$ cat config.mk
export PLATFORM = sky130hd
export DESIGN_NAME = tmvs_lane
export DESIGN_NICKNAME = d
export VERILOG_FILES = /design/src/hdl/tmvs_pkg.sv /design/src/hdl/tmvs_lane.sv
export SDC_FILE = /design/constraint.sdc
export NUM_CORES = 1
export LEC_CHECK = 0
export BUFFER_PORTS_ARGS = -buffer_cell sky130_fd_sc_hd__buf_4
export CAP_MARGIN = 5
export CORE_AREA = 4 4 156 158
export DETAILED_ROUTE_END_ITERATION = 10
export DIE_AREA = 0 0 160 162
export GPL_ROUTABILITY_DRIVEN = 0
export PLACE_DENSITY = 0.66
export SLEW_MARGIN = 10
export SYNTH_ARGS = -nofsm -noshare
export SYNTH_HDL_FRONTEND = slang
export SYNTH_SLANG_ARGS = --single-unit
export TNS_END_PERCENT = 10
$ cat constraint.sdc
create_clock -name vclk -period 5.2
set_input_delay 0.52 -clock vclk [all_inputs]
set_output_delay 0.52 -clock vclk [all_outputs]
set_load 0.02 [all_outputs]
$ cat src/hdl/tmvs_pkg.sv
// Shared types, constants and helper functions of the typed memory value scanner.
package tmvs_pkg;

    localparam int WORD_BYTES      = 8;
    localparam int MAX_VALUE_BYTES = 8;
    localparam int VALUE_BYTES     = 8;
    localparam int LANES           = 2 * WORD_BYTES;
    localparam int LANE_W          = $clog2(LANES);
    localparam int BUF_BYTES       = LANES + VALUE_BYTES;

    typedef enum logic [2:0] {
        REG_VALUE_TYPE      = 3'd0,
        REG_VALUE_SIZE      = 3'd1,
        REG_LOW_VALUE       = 3'd2,
        REG_HIGH_VALUE      = 3'd3,
        REG_MATCH_ALIGNMENT = 3'd4,
        REG_BYTE_BUDGET     = 3'd5
    } reg_index_t;

    typedef enum logic [3:0] {
        TYPE_INT8   = 4'd0,
        TYPE_UINT8  = 4'd1,
        TYPE_INT16  = 4'd2,
        TYPE_UINT16 = 4'd3,
        TYPE_INT32  = 4'd4,
        TYPE_UINT32 = 4'd5,
        TYPE_INT64  = 4'd6,
        TYPE_UINT64 = 4'd7,
        TYPE_FLOAT  = 4'd8,
        TYPE_DOUBLE = 4'd9,
        TYPE_STRING = 4'd10
    } vtype_t;

    // Per-item settings that every lane sees
    typedef struct packed {
        logic        held_valid;
        logic        contig;
        logic        region_end;
        logic [3:0]  size;
        logic [2:0]  align_mask;
        vtype_t      vtype;
        logic        eq_mode;
        logic        range_ok;
        logic [63:0] lo_cut;
        logic [63:0] lo_key;
        logic [63:0] hi_key;
    } lane_ctl_t;

    // One scanned item waiting for the merge stage
    typedef struct packed {
        logic [LANES-1:0]       fit;
        logic [LANES-1:0]       hit;
        logic [8*BUF_BYTES-1:0] bytes;
        logic [63:0]            held_address;
        logic [63:0]            word_address;
    } item_t;

    // Keep the low size bytes of a value
    function automatic logic [63:0] size_mask(input logic [3:0] size);
        logic [63:0] m;
        m = '0;
        for (int b = 0; b < VALUE_BYTES; b++) begin
            if (4'(b) < size) begin
                m[8*b +: 8] = 8'hFF;
            end
        end
        return m;
    endfunction

    // Map a value onto an unsigned ordering key; top bit flags an unordered value
    function automatic logic [64:0] order_key(input logic [63:0] x, input vtype_t t);
        logic [63:0] key;
        logic        bad;
        key = '0;
        bad = 1'b0;
        case (t)
            TYPE_INT8:   key = {56'd0, ~x[7], x[6:0]};
            TYPE_UINT8:  key = {56'd0, x[7:0]};
            TYPE_INT16:  key = {48'd0, ~x[15], x[14:0]};
            TYPE_UINT16: key = {48'd0, x[15:0]};
            TYPE_INT32:  key = {32'd0, ~x[31], x[30:0]};
            TYPE_UINT32: key = {32'd0, x[31:0]};
            TYPE_INT64:  key = {~x[63], x[62:0]};
            TYPE_UINT64: key = x;
            TYPE_FLOAT:
            begin
                bad = (&x[30:23]) && (|x[22:0]);
                if (x[30:0] == 31'd0) begin
                    key = {32'd0, 32'h8000_0000};
                end else if (x[31]) begin
                    key = {32'd0, ~x[31:0]};
                end else begin
                    key = {32'd0, 1'b1, x[30:0]};
                end
            end
            TYPE_DOUBLE:
            begin
                bad = (&x[62:52]) && (|x[51:0]);
                if (x[62:0] == 63'd0) begin
                    key = 64'h8000_0000_0000_0000;
                end else if (x[63]) begin
                    key = ~x;
                end else begin
                    key = {1'b1, x[62:0]};
                end
            end
            default: bad = 1'b1;
        endcase
        return {bad, key};
    endfunction

endpackage

$ cat src/hdl/tmvs_lane.sv
// One window comparator: fit check and equal or range test at a fixed byte offset.
module tmvs_lane #(
    parameter int LANE = 0
) (
    input  tmvs_pkg::lane_ctl_t                  ctl,
    input  logic [8*tmvs_pkg::BUF_BYTES-1:0]     bytes,
    output logic                                 fit,
    output logic                                 hit
);

    logic [63:0] win;
    logic [64:0] win_key;
    logic [5:0]  win_end;
    logic        start_ok;
    logic        room;
    logic        aligned;
    logic        match_raw;

    // Cut the window and test where it ends
    always_comb
    begin
        win      = bytes[8*LANE +: 64] & tmvs_pkg::size_mask(ctl.size);
        win_end  = 6'(LANE) + {2'b00, ctl.size};
        start_ok = (LANE < tmvs_pkg::WORD_BYTES) ? ctl.held_valid : ctl.region_end;
        if ((LANE < tmvs_pkg::WORD_BYTES) && !ctl.contig) begin
            room = win_end <= 6'(tmvs_pkg::WORD_BYTES);
        end else begin
            room = win_end <= 6'(tmvs_pkg::LANES);
        end
        aligned = (3'(LANE % tmvs_pkg::WORD_BYTES) & ctl.align_mask) == 3'd0;
        fit     = start_ok && room && aligned;
    end

    // Compare exactly or by ordering key
    always_comb
    begin
        win_key = tmvs_pkg::order_key(win, ctl.vtype);
        if (ctl.eq_mode) begin
            match_raw = win == ctl.lo_cut;
        end else begin
            match_raw = ctl.range_ok && !win_key[64] &&
                        (win_key[63:0] >= ctl.lo_key) && (win_key[63:0] <= ctl.hi_key);
        end
        hit = fit && match_raw;
    end

endmodule

==> reports/qor.txt <==
==========================================================================================
Post-synth net total ........................................................        1,403
Final-layout clock buffer total .............................................            0
Setup slack after layout ....................................................    -0.558 ns
Crit path capture type ......................................................   output pin
Initial DRC Count ...........................................................          596
Final number of max-transition violations ...................................            0
1st-pass router iterations ..................................................            7
Final standard cell area without fillers .................................... 10,400 sq um
Cell count after synthesis ..................................................          876
FF/Latch Area ...............................................................      0 sq um
Critical path's largest stage delay .........................................      0.45 ns
Number of global-route vias before repair ...................................        8,422
Post-detailed-route count of antenna-violating nets .........................            0
First-pass GRT wire length ..................................................      44.7 mm
NumNets Final ...............................................................        1,878
I/O Pins ....................................................................          402
Most frequent cell after synthesis ..........................................        inv_1
Pin count of the biggest net entering global routing ........................           26
Routed Wire Length ..........................................................      30.1 mm
Post-CTS Hold Buffers .......................................................            0
Area fraction in compound gates after synthesis .............................        26.8%
Leakage component of the power ..............................................      5.69 nW
Standard cell area after detailed placement .................................   9910 sq um
Share of total power in sequential cells ....................................           0%
Status ...................................................................... finished with violations
Total vias in the final route ...............................................        8,390
Fraction of final layout cells sized beyond drive strength 1 ................        41.6%
Half-perimeter wire length of the detailed placement result .................      26.5 mm
Critical Path Slowest Stage Cell ............................................        or3_4
Total of warnings raised by yosys ...........................................            0
Area growth from synthesis to final layout ..................................        74.5%
Starting utilization of the core area .......................................        25.9%
Proportion of netlist area held by the largest area contributor .............        26.6%
Critical Path AT ............................................................      5.24 ns
Shortest period the worst path allows .......................................      5.76 ns
Maximum resistive drop on vdd ...............................................    0.0330 mV
Net switching power .........................................................     0.359 mW
Worst Max-Slew Pin Slew .....................................................     0.862 ns
Most used standard cells in the synthesized netlist ......................... inv_1 (143), ha_1 (127), nor2_1 (92), o21ai_0 (48), a21oi_1 (47)
Number of cells after detailed placement ....................................        1,624
CORE AREA ................................................................... 23,100 sq um
Die Y-Extent ................................................................  162 microns
Full die area ............................................................... 25,900 sq um
WL/cell ..................................................................... 18.3 microns
Hold Path Class ............................................................. input port to output pin
Mapped cell area ............................................................   5980 sq um
Cell-internal power .........................................................     0.409 mW
Unrepaired setup endpoints after global routing .............................          yes
Cell taking the most area after synthesis ...................................         ha_1
Worst hold start ............................................................     ctl[207]
CP max FO ...................................................................            7
Power density normalized to cell area ....................................... 73.6 nW/um^2
Post-Synth XOR/XNOR Area ....................................................        6.15%
Switching power as a share of total power ...................................        46.7%
Share of synthesized cell area in full adder, half adder and majority cells .        26.6%
Hold path cells .............................................................            3
Logic pwr share .............................................................       100.0%
Distinct cell type count of the synthesized netlist .........................           67
CP Launch Type ..............................................................   input port
Count of input and output buffers ...........................................          270
CP Cell Sequence ............................................................ buf_4, nor4_1, buf_4, a31oi_1, or3_4, nor4_4, nor2_4, buf_4, buf_4, a22oi_1, nor2_1, ha_1, nand4_1, or3_4, nor4_4, buf_4, nand3_2, nor3_2, o2111ai_1, a21oi_2, a2bb2oi_2, buf_6
Top area cells in the synthesized netlist ................................... ha_1 (27%), inv_1 (9.0%), mux2i_1 (6.4%), nor2_1 (5.8%), xnor2_1 (4.4%)
Part of the cycle the worst path needs ......................................         111%
Remaining routing DRC violations ............................................            0
Violations in the final reports ............................................. setup timing
Total Routing Usage GR ......................................................        21.3%
Post-Synth Simple-Gate Area .................................................        23.6%
Portion of total power attributed to the clock network ......................           0%
Initial antenna violation count .............................................            2
Vias/cell ...................................................................         5.12
Path type of the worst setup path ........................................... input port to output pin
Total global routing overflow ...............................................            0
Die Wd ......................................................................  160 microns
Sequential cell count of the final layout ...................................            0
Max-capacitance violation count .............................................            0
Most frequent cell on the critical path .....................................        buf_4
Mux share of post-synthesis cell area .......................................        6.36%
Setup violation total in the final timing report ............................            1
Top achievable clock speed ..................................................    0.174 GHz
Req. time, crit path ........................................................      4.68 ns
Number of endpoints with negative hold slack in the final report ............            0
Final standard cell count with taps included and fillers excluded ...........        1,640
Site Rows ...................................................................           56
Destination of the worst hold path ..........................................          fit
Post-synthesis area per instance ............................................   6.83 sq um
Slew HR .....................................................................        41.0%
Sequential cell area fraction in the yosys report ...........................           0%
Largest family of logic cells by synthesized area ........................... compound AO/OA/AOI/OAI gates
==========================================================================================
-- worst max-delay path by stage --
| stage | from | end | slack (ns) | depth (start not counted) |
|---|---|---|---|---|
| final | bytes[11] | hit | -0.56 | 22 |
| after global routing | bytes[24] | hit | -0.80 | 21 |
| after CTS | bytes[26] | hit | -0.49 | 21 |
| after detailed placement | ctl[204] | hit | -0.84 | 23 |
| after global placement | ctl[204] | hit | -0.69 | 22 |
| after floorplan | ctl[202] | hit | 0.04 | 19 |
-- power groups by stage --
stage | Sequential [mW] | Clock [mW] | Combinational [mW]
6_report | 0 | 0.0000000257 | 0.768
5_1_grt | 0 | 0 | 0.840
4_1_cts | 0 | 0 | 0.731
3_5_place_dp | 0 | 0 | 0.716
3_3_place_gp | 0 | 0 | 0.700
2_1_floorplan | 0 | 0 | 0.304
-- kinds of logic after synthesis --
kind of cell,count (synthesis)
adders and majority gates,127
buffers and inverters,164
AOI/OAI and AO/OA,237
xor gates and xnor gates,42
muxes,38
and+or+nand+nor,268
-- per-stage QoR --
step	utilization, %	power [mW]	hold WS [ns]	setup TNS (ns)	setup slack, ns
2_1_floorplan	-	0.304	1.20	0	0.0379
3_3_place_gp	42.9	0.700	1.50	-0.687	-0.687
3_5_place_dp	42.9	0.716	1.50	-0.842	-0.842
4_1_cts	43.5	0.731	1.50	-0.486	-0.486
5_1_grt	45.1	0.840	1.50	-0.799	-0.799
6_report	45.1	0.768	1.50	-0.558	-0.558
-- timing repair --
action                                  4_1_cts  5_1_grt
resized for setup                            29       56
pin swaps                                    18       38
setup buffers                                 5       11
endpoints found under the setup margin        1        1
cloned                                        0        0
-- critical path: cells and delay by family --
| family | cells | cell delay [ns] |
|---|---|---|
| AO/OA/AOI/OAI | 5 | 1.01 |
| adder cells (fa/ha/maj) | 1 | 0.29 |
| buffers and inverters | 6 | 0.91 |
| AND/OR/NAND/NOR | 10 | 2.50 |
-- area by class of cell --
cell class	instances	area [sq um]
Timing Repair Buffer	494	3790
Antenna cell	1	2.50
Multi-Input combinational cell	712	5740
Fill cell	2415	12700
Inverter	143	537
Tap cell	290	363
-- routing by layer --
layer / track usage [%] / share of wire [%] / vias to the layer above / wire length (microns)
met2: 35.5 / 45 / 328 / 13500
li1: - / - / 4170 / -
met5: 0 / 0.067 / - / 20
met4: 5.04 / 2.9 / 2 / 876
met3: 2.94 / 6.2 / 44 / 1860
met1: 29.2 / 46 / 3846 / 13800
-- placed cells by master, fill, tap and decap left out, types with 4 or more instances in the layout --
master    instances
nor3_1           17
a21o_1           25
a31oi_1          19
nor2b_1           8
xnor2_1          30
a21oi_1          37
nand3_1          17
buf_4           478
xor2_1           12
o21ai_0          44
nor4_1            9
o211ai_1          8
nand2_1          42
ha_1            121
a211o_1           5
a22oi_1          10
nor2_2            7
buf_6            13
inv_1           143
mux2i_1          32
nor4bb_1         15
mux2i_2           4
nor2_1           85
a21oi_2           8
o32ai_1          13
a211oi_1          5
nand2b_1          4
nand4_1          33
o22ai_1           8
No activity file was read; power rests on OpenSTA's default activity.
