File: src/hdl/tmvs_pkg.sv
// Shared types, constants and helper functions of the typed memory value scanner.
package tmvs_pkg;

    localparam int WORD_BYTES      = 8;
    localparam int MAX_VALUE_BYTES = 8;
    localparam int VALUE_BYTES     = 8;
    localparam int LANES           = 2 * WORD_BYTES;
    localparam int LANE_W          = $clog2(LANES);
    localparam int BUF_BYTES       = LANES + VALUE_BYTES;

    typedef enum logic [2:0] {
        REG_VALUE_TYPE      = 3'd0,
        REG_VALUE_SIZE      = 3'd1,
        REG_LOW_VALUE       = 3'd2,
        REG_HIGH_VALUE      = 3'd3,
        REG_MATCH_ALIGNMENT = 3'd4,
        REG_BYTE_BUDGET     = 3'd5
    } reg_index_t;

    typedef enum logic [3:0] {
        TYPE_INT8   = 4'd0,
        TYPE_UINT8  = 4'd1,
        TYPE_INT16  = 4'd2,
        TYPE_UINT16 = 4'd3,
        TYPE_INT32  = 4'd4,
        TYPE_UINT32 = 4'd5,
        TYPE_INT64  = 4'd6,
        TYPE_UINT64 = 4'd7,
        TYPE_FLOAT  = 4'd8,
        TYPE_DOUBLE = 4'd9,
        TYPE_STRING = 4'd10
    } vtype_t;

    // Per-item settings that every lane sees
    typedef struct packed {
        logic        held_valid;
        logic        contig;
        logic        region_end;
        logic [3:0]  size;
        logic [2:0]  align_mask;
        vtype_t      vtype;
        logic        eq_mode;
        logic        range_ok;
        logic [63:0] lo_cut;
        logic [63:0] lo_key;
        logic [63:0] hi_key;
    } lane_ctl_t;

    // One scanned item waiting for the merge stage
    typedef struct packed {
        logic [LANES-1:0]       fit;
        logic [LANES-1:0]       hit;
        logic [8*BUF_BYTES-1:0] bytes;
        logic [63:0]            held_address;
        logic [63:0]            word_address;
    } item_t;

    // Keep the low size bytes of a value
    function automatic logic [63:0] size_mask(input logic [3:0] size);
        logic [63:0] m;
        m = '0;
        for (int b = 0; b < VALUE_BYTES; b++) begin
            if (4'(b) < size) begin
                m[8*b +: 8] = 8'hFF;
            end
        end
        return m;
    endfunction

    // Map a value onto an unsigned ordering key; top bit flags an unordered value
    function automatic logic [64:0] order_key(input logic [63:0] x, input vtype_t t);
        logic [63:0] key;
        logic        bad;
        key = '0;
        bad = 1'b0;
        case (t)
            TYPE_INT8:   key = {56'd0, ~x[7], x[6:0]};
            TYPE_UINT8:  key = {56'd0, x[7:0]};
            TYPE_INT16:  key = {48'd0, ~x[15], x[14:0]};
            TYPE_UINT16: key = {48'd0, x[15:0]};
            TYPE_INT32:  key = {32'd0, ~x[31], x[30:0]};
            TYPE_UINT32: key = {32'd0, x[31:0]};
            TYPE_INT64:  key = {~x[63], x[62:0]};
            TYPE_UINT64: key = x;
            TYPE_FLOAT:
            begin
                bad = (&x[30:23]) && (|x[22:0]);
                if (x[30:0] == 31'd0) begin
                    key = {32'd0, 32'h8000_0000};
                end else if (x[31]) begin
                    key = {32'd0, ~x[31:0]};
                end else begin
                    key = {32'd0, 1'b1, x[30:0]};
                end
            end
            TYPE_DOUBLE:
            begin
                bad = (&x[62:52]) && (|x[51:0]);
                if (x[62:0] == 63'd0) begin
                    key = 64'h8000_0000_0000_0000;
                end else if (x[63]) begin
                    key = ~x;
                end else begin
                    key = {1'b1, x[62:0]};
                end
            end
            default: bad = 1'b1;
        endcase
        return {bad, key};
    endfunction

endpackage

File: src/hdl/tmvs_out_if.sv
// Result channel carrying one match or limit notice per transfer.
interface tmvs_out_if;
    logic        valid;
    logic        ready;
    logic        is_match;
    logic [63:0] match_address;
    logic [63:0] match_value;
    logic [31:0] match_total;
    logic        limit_reached;
    logic        last_of_item;

    modport source (output valid, output is_match, output match_address, output match_value,
                    output match_total, output limit_reached, output last_of_item,
                    input ready);
    modport sink (input valid, input is_match, input match_address, input match_value,
                  input match_total, input limit_reached, input last_of_item,
                  output ready);
endinterface

File: src/hdl/tmvs_merge.sv
// Merge stage: walks the lane results in order, applies the byte budget, emits results.
module tmvs_merge (
    input  logic                clk,
    input  logic                rst_n,
    input  tmvs_pkg::item_t     item,
    input  logic                item_valid,
    output logic                item_done,
    input  logic [3:0]          size,
    input  logic [31:0]         budget,
    tmvs_out_if.source          out_res
);

    localparam int LANES  = tmvs_pkg::LANES;
    localparam int LANE_W = tmvs_pkg::LANE_W;

    logic [LANES-1:0] done_mask_reg;
    logic [31:0]      bytes_stored_reg;
    logic [31:0]      found_count_reg;
    logic             limit_hit_reg;
    logic             out_valid_reg;
    logic             is_match_reg;
    logic [63:0]      match_address_reg;
    logic [63:0]      match_value_reg;
    logic [31:0]      match_total_reg;
    logic             limit_reached_reg;
    logic             last_of_item_reg;

    logic [LANES-1:0] pending;
    logic [LANES-1:0] sel_vec;
    logic [LANES-1:0] above;
    logic [LANES-1:0] rest;
    logic [LANE_W-1:0] lane;
    logic             have;
    logic [32:0]      sum1;
    logic [32:0]      sum2;
    logic             over;
    logic             over2;
    logic             more;
    logic             out_free;
    logic             emit;
    logic             finish;
    logic [63:0]      base;
    logic [63:0]      sel_address;
    logic [63:0]      sel_value;
    logic [8*tmvs_pkg::BUF_BYTES-1:0] shifted;

    // Pick the next window and look ahead for the item's last result
    always_comb
    begin
        pending = ~done_mask_reg;
        sum1    = {1'b0, bytes_stored_reg} + {29'd0, size};
        sum2    = sum1 + {29'd0, size};
        over    = sum1 > {1'b0, budget};
        over2   = sum2 > {1'b0, budget};
        sel_vec = over ? (item.fit & pending) : (item.hit & pending);
        lane    = '0;
        have    = 1'b0;
        for (int i = LANES - 1; i >= 0; i--) begin
            if (sel_vec[i]) begin
                lane = LANE_W'(i);
                have = 1'b1;
            end
        end
        for (int i = 0; i < LANES; i++) begin
            above[i] = LANE_W'(i) > lane;
        end
        rest     = pending & above;
        more     = over2 ? |(item.fit & rest) : |(item.hit & rest);
        finish   = over || !more;
        out_free = !out_valid_reg || out_res.ready;
        emit     = item_valid && !limit_hit_reg && have && out_free;
        item_done = item_valid && (limit_hit_reg || !have || (out_free && finish));
    end

    // Form the address and value of the picked window
    always_comb
    begin
        base        = lane[LANE_W-1] ? item.word_address : item.held_address;
        sel_address = base + 64'(lane[LANE_W-2:0]);
        shifted     = item.bytes >> {lane, 3'b000};
        sel_value   = shifted[63:0] & tmvs_pkg::size_mask(size);
    end

    // Hold budget state and the output request
    always_ff @(posedge clk or negedge rst_n)
    begin
        if (!rst_n) begin
            done_mask_reg    <= '0;
            bytes_stored_reg <= '0;
            found_count_reg  <= '0;
            limit_hit_reg    <= 1'b0;
            out_valid_reg    <= 1'b0;
        end else begin
            if (item_done) begin
                done_mask_reg <= '0;
            end else if (emit) begin
                done_mask_reg <= done_mask_reg | ~above;
            end
            if (emit) begin
                out_valid_reg     <= 1'b1;
                match_address_reg <= sel_address;
                last_of_item_reg  <= finish;
                if (over) begin
                    limit_hit_reg     <= 1'b1;
                    is_match_reg      <= 1'b0;
                    match_value_reg   <= '0;
                    match_total_reg   <= found_count_reg;
                    limit_reached_reg <= 1'b1;
                end else begin
                    bytes_stored_reg  <= sum1[31:0];
                    is_match_reg      <= 1'b1;
                    match_value_reg   <= sel_value;
                    limit_reached_reg <= 1'b0;
                    if (found_count_reg != 32'hFFFF_FFFF) begin
                        found_count_reg <= found_count_reg + 32'd1;
                        match_total_reg <= found_count_reg + 32'd1;
                    end else begin
                        match_total_reg <= found_count_reg;
                    end
                end
            end else if (out_res.ready) begin
                out_valid_reg <= 1'b0;
            end
        end
    end

    assign out_res.valid         = out_valid_reg;
    assign out_res.is_match      = is_match_reg;
    assign out_res.match_address = match_address_reg;
    assign out_res.match_value   = match_value_reg;
    assign out_res.match_total   = match_total_reg;
    assign out_res.limit_reached = limit_reached_reg;
    assign out_res.last_of_item  = last_of_item_reg;

endmodule

File: src/flat_wrapper.sv
// flat-port wrapper written by rule: the top's interface ports become plain ports
module tmvs_merge_flat 
  (clk, rst_n, item, item_valid, item_done, size, budget, out_res_valid, out_res_is_match, out_res_match_address, out_res_match_value, out_res_match_total, out_res_limit_reached, out_res_last_of_item, out_res_ready);
  tmvs_out_if out_res_i ();
  input  logic clk;
  input  logic rst_n;
  input  tmvs_pkg::item_t item;
  input  logic item_valid;
  output logic item_done;
  input  logic [3:0] size;
  input  logic [31:0] budget;
  output wire logic [$bits(out_res_i.valid)-1:0] out_res_valid;
  output wire logic [$bits(out_res_i.is_match)-1:0] out_res_is_match;
  output wire logic [$bits(out_res_i.match_address)-1:0] out_res_match_address;
  output wire logic [$bits(out_res_i.match_value)-1:0] out_res_match_value;
  output wire logic [$bits(out_res_i.match_total)-1:0] out_res_match_total;
  output wire logic [$bits(out_res_i.limit_reached)-1:0] out_res_limit_reached;
  output wire logic [$bits(out_res_i.last_of_item)-1:0] out_res_last_of_item;
  input wire logic [$bits(out_res_i.ready)-1:0] out_res_ready;
  assign out_res_valid = out_res_i.valid;
  assign out_res_is_match = out_res_i.is_match;
  assign out_res_match_address = out_res_i.match_address;
  assign out_res_match_value = out_res_i.match_value;
  assign out_res_match_total = out_res_i.match_total;
  assign out_res_limit_reached = out_res_i.limit_reached;
  assign out_res_last_of_item = out_res_i.last_of_item;
  assign out_res_i.ready = out_res_ready;
  tmvs_merge u_core (.clk(clk), .rst_n(rst_n), .item(item), .item_valid(item_valid), .item_done(item_done), .size(size), .budget(budget), .out_res(out_res_i));
endmodule
File: config.mk
export PLATFORM = sky130hd
export DESIGN_NAME = tmvs_merge_flat
export DESIGN_NICKNAME = d
export VERILOG_FILES = /design/src/hdl/tmvs_pkg.sv /design/src/hdl/tmvs_out_if.sv /design/src/hdl/tmvs_merge.sv /design/src/flat_wrapper.sv
export SDC_FILE = /design/constraint.sdc
export NUM_CORES = 1
export LEC_CHECK = 0
export BUFFER_PORTS_ARGS = -buffer_cell sky130_fd_sc_hd__buf_2
export CORE_AREA = 2 2 216 218
export DETAILED_ROUTE_END_ITERATION = 6
export DIE_AREA = 0 0 218 220
export PLACE_DENSITY = 0.7
export SLEW_MARGIN = 20
export SYNTH_ARGS = -nofsm -noshare
export SYNTH_HDL_FRONTEND = slang
export SYNTH_SLANG_ARGS = --single-unit
File: constraint.sdc
create_clock -name clk -period 10.3 [get_ports clk]
set_clock_uncertainty 0.05 [all_clocks]
set_input_delay 1.03 -clock clk [delete_from_list [all_inputs] [get_ports clk]]
set_output_delay 1.03 -clock clk [all_outputs]
set_load 0.05 [all_outputs]
==> impl_metrics.tcl, run 1 <==
set metrics [dict create \
    status "completed" \
    grt_pass1_vias 19940 \
    synth_top_area_cell "edfxtp_1" \
    post_cts_resized 0 \
    yosysUniqueCellTypes 83 \
    hold_violations 0 \
    powerDensity_nw_per_um2 299.9 \
    final-seq-area_um2 6947 \
    core-area_um2 45860 \
    clock_sinks 245 \
    wl_um 82700 \
    grt_use_total_pct 32.87 \
    area.growth.synth_to_final_pct 21.63 \
    yosysMostFrequentCell "mux2i_1" \
    die_x_um 218 \
    cts_root_buf "clkbuf_16" \
    fmax_mhz 103.1 \
    final_cell_area_um2 25400 \
    nets 3295 \
    rsz0062_at_grt "no" \
    netlist.area_leader.share_pct 23.44 \
    gp_congestion 0.9980 \
    clk_pin_slew_ns 0.06 \
    dieHeight_um 220 \
    synth.ff_latch_count 245 \
    finalNonFillerCells 3477 \
    setup_viol_count_final 0 \
    synthTopCellsByArea "edfxtp_1, mux2i_1, dfrtp_1, xnor2_1, nand2_1" \
    multi_input_area_um2 13180 \
    critPathKind "primary input to output port" \
    grt_max_degree 111 \
    place_area_um2 24300 \
    synth_area_um2 20890 \
    place_inst 3398 \
    synth_edf_count 163 \
    endpoint_kind "output port" \
    grt_overflow 0 \
    fin_crit_sh_pct 94.12 \
    final.setup.worst_slack_ns 0.6052 \
    tns_ns 0 \
    post-cts-setup-buffers 0 \
    dr.pass1.iters 6 \
    avgViaCountPerCell 5.938 \
    arrival_ns 8.61 \
    grt_pass1_wl_um 120700 \
    worstMarginPinSlew_ns 1.020 \
    htreeDepth 1 \
    postSynthNetCount 2790 \
    synth-seq-area-share_pct 33.26 \
    clockBufferDepth 3 \
    synthMuxAreaShare_pct 16.05 \
    wl_per_cell_um 23.78 \
    final_layout_size_suffix_gt1_share_pct 24.01 \
    row_count 79 \
    drtAntennaViolNets 0 \
    p_leak_uw 0.01161 \
    dp.final_hpwl_um 65790 \
    critPathLaunchType "primary input" \
    async_flop_share_pct 33.47 \
    max-vdd-ir-drop_v 0.0002258 \
    initial_core_util_pct 45.54 \
    required_ns 9.22 \
    reg2reg_from "u_core.bytes_stored_reg[3]" \
    drt_iter0_markers 2047 \
    path_max_fanout 37 \
    yosys.area_share.simple_pct 18.57 \
    ios 557 \
    total_power_uw 7619 \
    cap_violations 0 \
    tritoncts "done" \
    vias 20650 \
    synth_top_flop_cell "edfxtp_1" \
    reg2reg_depth 27 \
    insertion_delay_ns 0.61 \
    drv_slew 0 \
    period_needed_ns 9.695 \
    fill_cells 4298 \
    avgSynthCellArea_um2 9.006 \
    hold_path_class "primary input to asynchronous set/reset pin" \
    rr_endpoint "u_core.out_res.match_address[62]" \
    synthTopCellsByCount "mux2i_1, nand2_1, nor2_1, edfxtp_1, xnor2_1" \
    synthAdderAreaFrac_pct 4.841 \
    synth_top_family_by_area "simple AND/OR/NAND/NOR gates" \
    relSlewSlack_pct 31.77 \
    dieArea_um2 47960 \
    port_buffers 548 \
    cts_made_buffers 31 \
    synth_compound_gate_area_share_pct 13.51 \
    place_ws_ns 0.7259 \
    ff2ff_setup_slack_ns 1.68 \
    yosys_warnings 0 \
    syn_inst 2319 \
    synthXorXnorAreaFrac_pct 9.855 \
    antenna_found_initial 22 \
    drc 0 \
    postCtsHoldBufs 0 \
]
## routing by layer
layer,up-vias,part of all wire (%),global-route usage [%]
met4,12,3.5,11.63
met2,1045,46,52.84
met3,164,8.6,5.756
met1,9869,42,44.47
met5,-,0.11,0
li1,9558,-,-
## cells by family after synthesis
| kind of cell | count (synthesis) |
|---|---|
| compound gates | 423 |
| flops | 245 |
| xor+xnor | 235 |
| simple gates | 805 |
| fa+ha+maj | 79 |
| buf+inv | 198 |
| mux | 334 |
## worst max-delay path by stage
stage | startpoint | end | depth (start not counted)
after CTS | size[3] | item_done | 25
after global routing | size[3] | item_done | 25
after detailed placement | size[3] | item_done | 25
final | size[3] | item_done | 25
after global placement | size[3] | item_done | 25
after floorplan | size[3] | u_core.out_res.is_match | 24
## layout by cell type, fill, tap and decap left out, types with 7 or more instances in the layout
master and instances:
buf_2 547, a32oi_1 22, nor3_1 36, o22ai_1 34
xor2_1 114, clkinvlp_4 7, clkbuf_16 32, nand2_1 265
nand2b_1 29, a211oi_1 12, o21ai_0 69, o211ai_1 37
or3_1 7, dfrtp_1 82, ha_1 76, a21oi_1 113
nor2_1 163, nand4_1 43, o21a_1 7, a22oi_1 22
inv_1 76, and4_1 12, edfxtp_1 163, buf_4 38
a21o_1 21, nor4_1 22, and2_1 19, mux2_2 7
xnor2_1 121, and3_1 48, diode_2 21, nor2b_1 23
mux2i_1 326, a221oi_1 17, nand3_1 105
## where the power goes
| part | total [µW] | internal [µW] | switching [µW] | leakage [µW] |
|---|---|---|---|---|
| registers | 1460 | 1360 | 101 | 0.00258 |
| logic | 5030 | 1740 | 3290 | 0.00854 |
| clock network | 1130 | 649 | 477 | 0.000497 |
| total | 7620 | 3750 | 3870 | 0.0116 |
## worst max-delay path: stages
cell      delay, ns
buf_2          0.16
ha_1           0.45
o21ai_0        0.14
o21bai_1       0.75
nand4_1        0.40
or3_1          0.52
nor2_1         0.19
xor2_1         0.35
ha_1           0.18
nand3_1        0.08
nor4_1         0.56
nand2b_1       0.17
o22a_1         0.23
a31o_2         0.35
inv_2          0.40
mux2_2         0.43
and3_1         0.19
o22ai_4        0.29
buf_4          0.52
nand3_1        0.19
o2111a_1       0.17
a21oi_1        0.25
and2_1         0.25
o21ai_1        0.09
buf_2          0.24
## through the flow
step | util (%) | hold slack [ns]
after floorplan | - | 0.3940
after global placement | 52.98 | 0.4291
after detailed placement | 52.98 | 0.4399
after CTS | 55.27 | 0.1615
after global routing | 55.35 | 0.1831
final | 55.39 | 0.1901
## area by class of cell
| cell class | instances | share of cell area [%] |
|---|---|---|
| clock buffers | 35 | 3.197 |
| repair buffers | 590 | 12.26 |
| well taps | 607 | 2.990 |
| flip-flops and latches | 245 | 27.35 |
| diodes | 21 | 0.2069 |
| multi-input cells | 1876 | 51.86 |
| inverters | 80 | 1.202 |
| clock inverters | 23 | 0.9358 |
No activity file was read; power rests on OpenSTA's default activity.
==> run 2, diff against run 1 <==
ABC_AREA = 1   (was not set)
CORE_AREA = 2 2 215 217   (was 2 2 216 218)
DIE_AREA = 0 0 217 219   (was 0 0 218 220)
PLACE_DENSITY = 0.69   (was 0.7)
==> run 2 against run 1 <==
Against the previous run: sequential cell count unchanged; largest cell class unchanged; power decreased by 14%; non-clock buffer count decreased by 7; final cell count increased by 13%; the flow now finishes with violations (DRC); worst setup slack improved by 0.20 ns; wire length decreased by 4.0%; clock power decreased by 6%; sequential share of layout area increased by 1.0 points; first-iteration DRC count decreased by 0.59%; utilization decreased by 1.1 points; largest power group unchanged; via count increased by 4.4%; combinational power decreased by 21%.
==> impl_metrics.tcl, run 2 <==
set metrics [dict create \
    status "complete, but fails checks" \
    violations "DRC" \
    final_common_cell "nand2_1" \
    seqPwrFrac_pct 23.4 \
    async_flop_share_pct 33.47 \
    crit_path_frequent_cell "nand2_1" \
    row_count 78 \
    rsz0062_at_grt "no" \
    insertion_delay_ns 0.57 \
    arrival_ns 8.41 \
    netSwitchingFraction_pct 51.63 \
    p_int_uw 3179 \
    htreeDepth 1 \
    grt_max_degree 222 \
    combPwrFrac_pct 60.5 \
    cpMaxStageDelayCell "ha_1" \
    fin_crit_sh_pct 92.18 \
    dieArea_um2 47520 \
    port_buffers 548 \
    syn_inst 2816 \
    pwr-share-clk_pct 16.1 \
    slowest_delay_ns 0.36 \
    netlist.area_leader.share_pct 24.17 \
    cap_violations 0 \
    place_area_um2 23510 \
    gp_congestion 0.9737 \
    dp.final_hpwl_um 62270 \
    path_max_fanout 33 \
    hold_path_class "primary input to asynchronous set/reset pin" \
    antenna_found_initial 14 \
    place_ws_ns 0.7685 \
    grt_pass1_vias 20340 \
    final_cell_mix "nand2_1, buf_2, o21ai_0, inv_1, nor2_1" \
    worstMarginPinSlew_ns 1.233 \
    die_x_um 217 \
    synth-seq-area-share_pct 34.30 \
    post-cts-setup-buffers 0 \
    final.setup.worst_slack_ns 0.8059 \
    postCtsHoldBufs 0 \
    synthTopCellsByArea "edfxtp_1, nand2_1, dfrtp_1, o21ai_0, inv_1" \
    yosys_warnings 0 \
    vias 21560 \
    drtAntennaViolNets 0 \
    period_needed_ns 9.494 \
    critPathKind "primary input to output port" \
    initial_core_util_pct 44.92 \
    tns_ns 0 \
    hold_violations 0 \
    area.growth.synth_to_final_pct 20.95 \
    critPathLaunchType "primary input" \
    endpoint_kind "output port" \
    required_ns 9.22 \
    fin_util_pct 54.33 \
    drc 3 \
    synth_top_flop_cell "edfxtp_1" \
    p_leak_uw 0.01181 \
    dieHeight_um 219 \
    clk_pin_slew_ns 0.06 \
    synth.ff_latch_count 245 \
    grt_overflow 0 \
    final_layout_size_suffix_gt1_share_pct 21.74 \
    clockBufferDepth 3 \
    wl_um 79400 \
    clock_sinks 245 \
    relSlewSlack_pct 17.48 \
    drt_iter0_markers 2035 \
    final_cell_area_um2 24500 \
    drv_slew 0 \
    setup_viol_count_final 0 \
    grt_use_total_pct 31.95 \
    synth_area_um2 20250 \
    p_switching_uw 3393 \
    core-area_um2 45090 \
    cts_made_buffers 29 \
    tritoncts "done" \
    synth_edf_count 163 \
    postSynthNetCount 3287 \
    max-vdd-ir-drop_v 0.0001786 \
    yosysMostFrequentCell "nand2_1" \
    grt_pass1_wl_um 117100 \
    ios 557 \
    yosysUniqueCellTypes 57 \
    powerDensity_nw_per_um2 268.2 \
    wl_per_cell_um 20.14 \
    avgViaCountPerCell 5.469 \
    nets 3783 \
    synthTopCellsByCount "nand2_1, o21ai_0, inv_1, nor2_1, edfxtp_1" \
    fill_cells 4462 \
    cts_root_buf "clkbuf_16" \
    avgSynthCellArea_um2 7.193 \
    synth_top_area_cell "edfxtp_1" \
    dr.pass1.iters 7 \
    fmax_mhz 105.3 \
]
run 2: what timing repair did:
item | in CTS | in global routing
endpoints found under the setup margin | 0 | 1
gates resized for setup | 0 | 1
endpoints found under the hold margin | 0 | 0
run 2: cell type report:
| class | count | area (µm²) | share of cell area (%) |
|---|---|---|---|
| diodes | 7 | 17.52 | 0.07150 |
| clock buffers | 36 | 762.0 | 3.110 |
| clock inverters | 18 | 197.7 | 0.8069 |
| inverters | 350 | 1316 | 5.373 |
| multi-input cells | 2103 | 11460 | 46.79 |
| flip-flops and latches | 245 | 6947 | 28.36 |
| well taps | 600 | 750.7 | 3.064 |
| repair buffers | 583 | 3045 | 12.43 |
run 2: per-layer routing:
layer | share of wire (%) | global-route usage, % | routed length (µm) | vias to the layer above
met2 | 46 | 52.51 | 36180 | 1107
met5 | 0.072 | 0 | 57 | -
li1 | - | - | - | 10380
met3 | 9.0 | 5.586 | 7178 | 185
met4 | 3.7 | 11.46 | 2933 | 8
met1 | 42 | 42.29 | 33050 | 9877
run 2: kinds of logic (layout without fill, tap and decap cells):
family | count (synthesis) | in the layout | synth area share, %
compound gates | 536 | 536 | 14.48
xor+xnor | 133 | 133 | 5.751
fa+ha+maj | 79 | 79 | 4.991
buf+inv | 468 | 987 | 9.303
flops | 245 | 245 | 34.30
mux | 80 | 80 | 3.954
other cells | 0 | 7 | 0
simple gates | 1275 | 1275 | 27.22
run 2: metrics by stage:
step / cells / hold WS [ns] / power [µW]
after floorplan: 2816 / 0.3937 / 4360
after global placement: 3881 / 0.4161 / 5352
after detailed placement: 3881 / 0.4173 / 5422
after CTS: 3935 / 0.3341 / 6497
after global routing: 3939 / 0.3449 / 6998
final: 3942 / 0.3365 / 6571
run 2: critical path: cells and delay by family:
family | cells | cell delay (ns)
buf+inv | 11 | 1.91
simple gates | 34 | 4.46
compound gates | 2 | 0.31
fa+ha+maj | 2 | 0.66
run 2: power groups by stage:
stage | clock [µW] | combinational (µW) | sequential, µW
after floorplan | 0 | 2440 | 1920
after global placement | 0 | 3810 | 1540
after detailed placement | 0 | 3870 | 1550
after CTS | 1070 | 3890 | 1530
after global routing | 1110 | 4330 | 1560
final | 1060 | 3970 | 1540
run 2: worst paths after layout:
path                                       startpoint                          endpoint  slack [ns]  cells after the start
hold reg to reg                  u_core.limit_hit_reg              u_core.limit_hit_reg        0.44                      1
setup / recovery                              size[2]                         item_done        0.81                     49
setup reg to reg           u_core.bytes_stored_reg[2]  u_core.out_res.match_address[60]        1.57                     61
min in group clk                 u_core.limit_hit_reg              u_core.limit_hit_reg        0.44                      1
hold / removal                                  rst_n        u_core.found_count_reg[19]        0.34                      1
max in group asynchronous                       rst_n       u_core.bytes_stored_reg[18]        8.76                      2
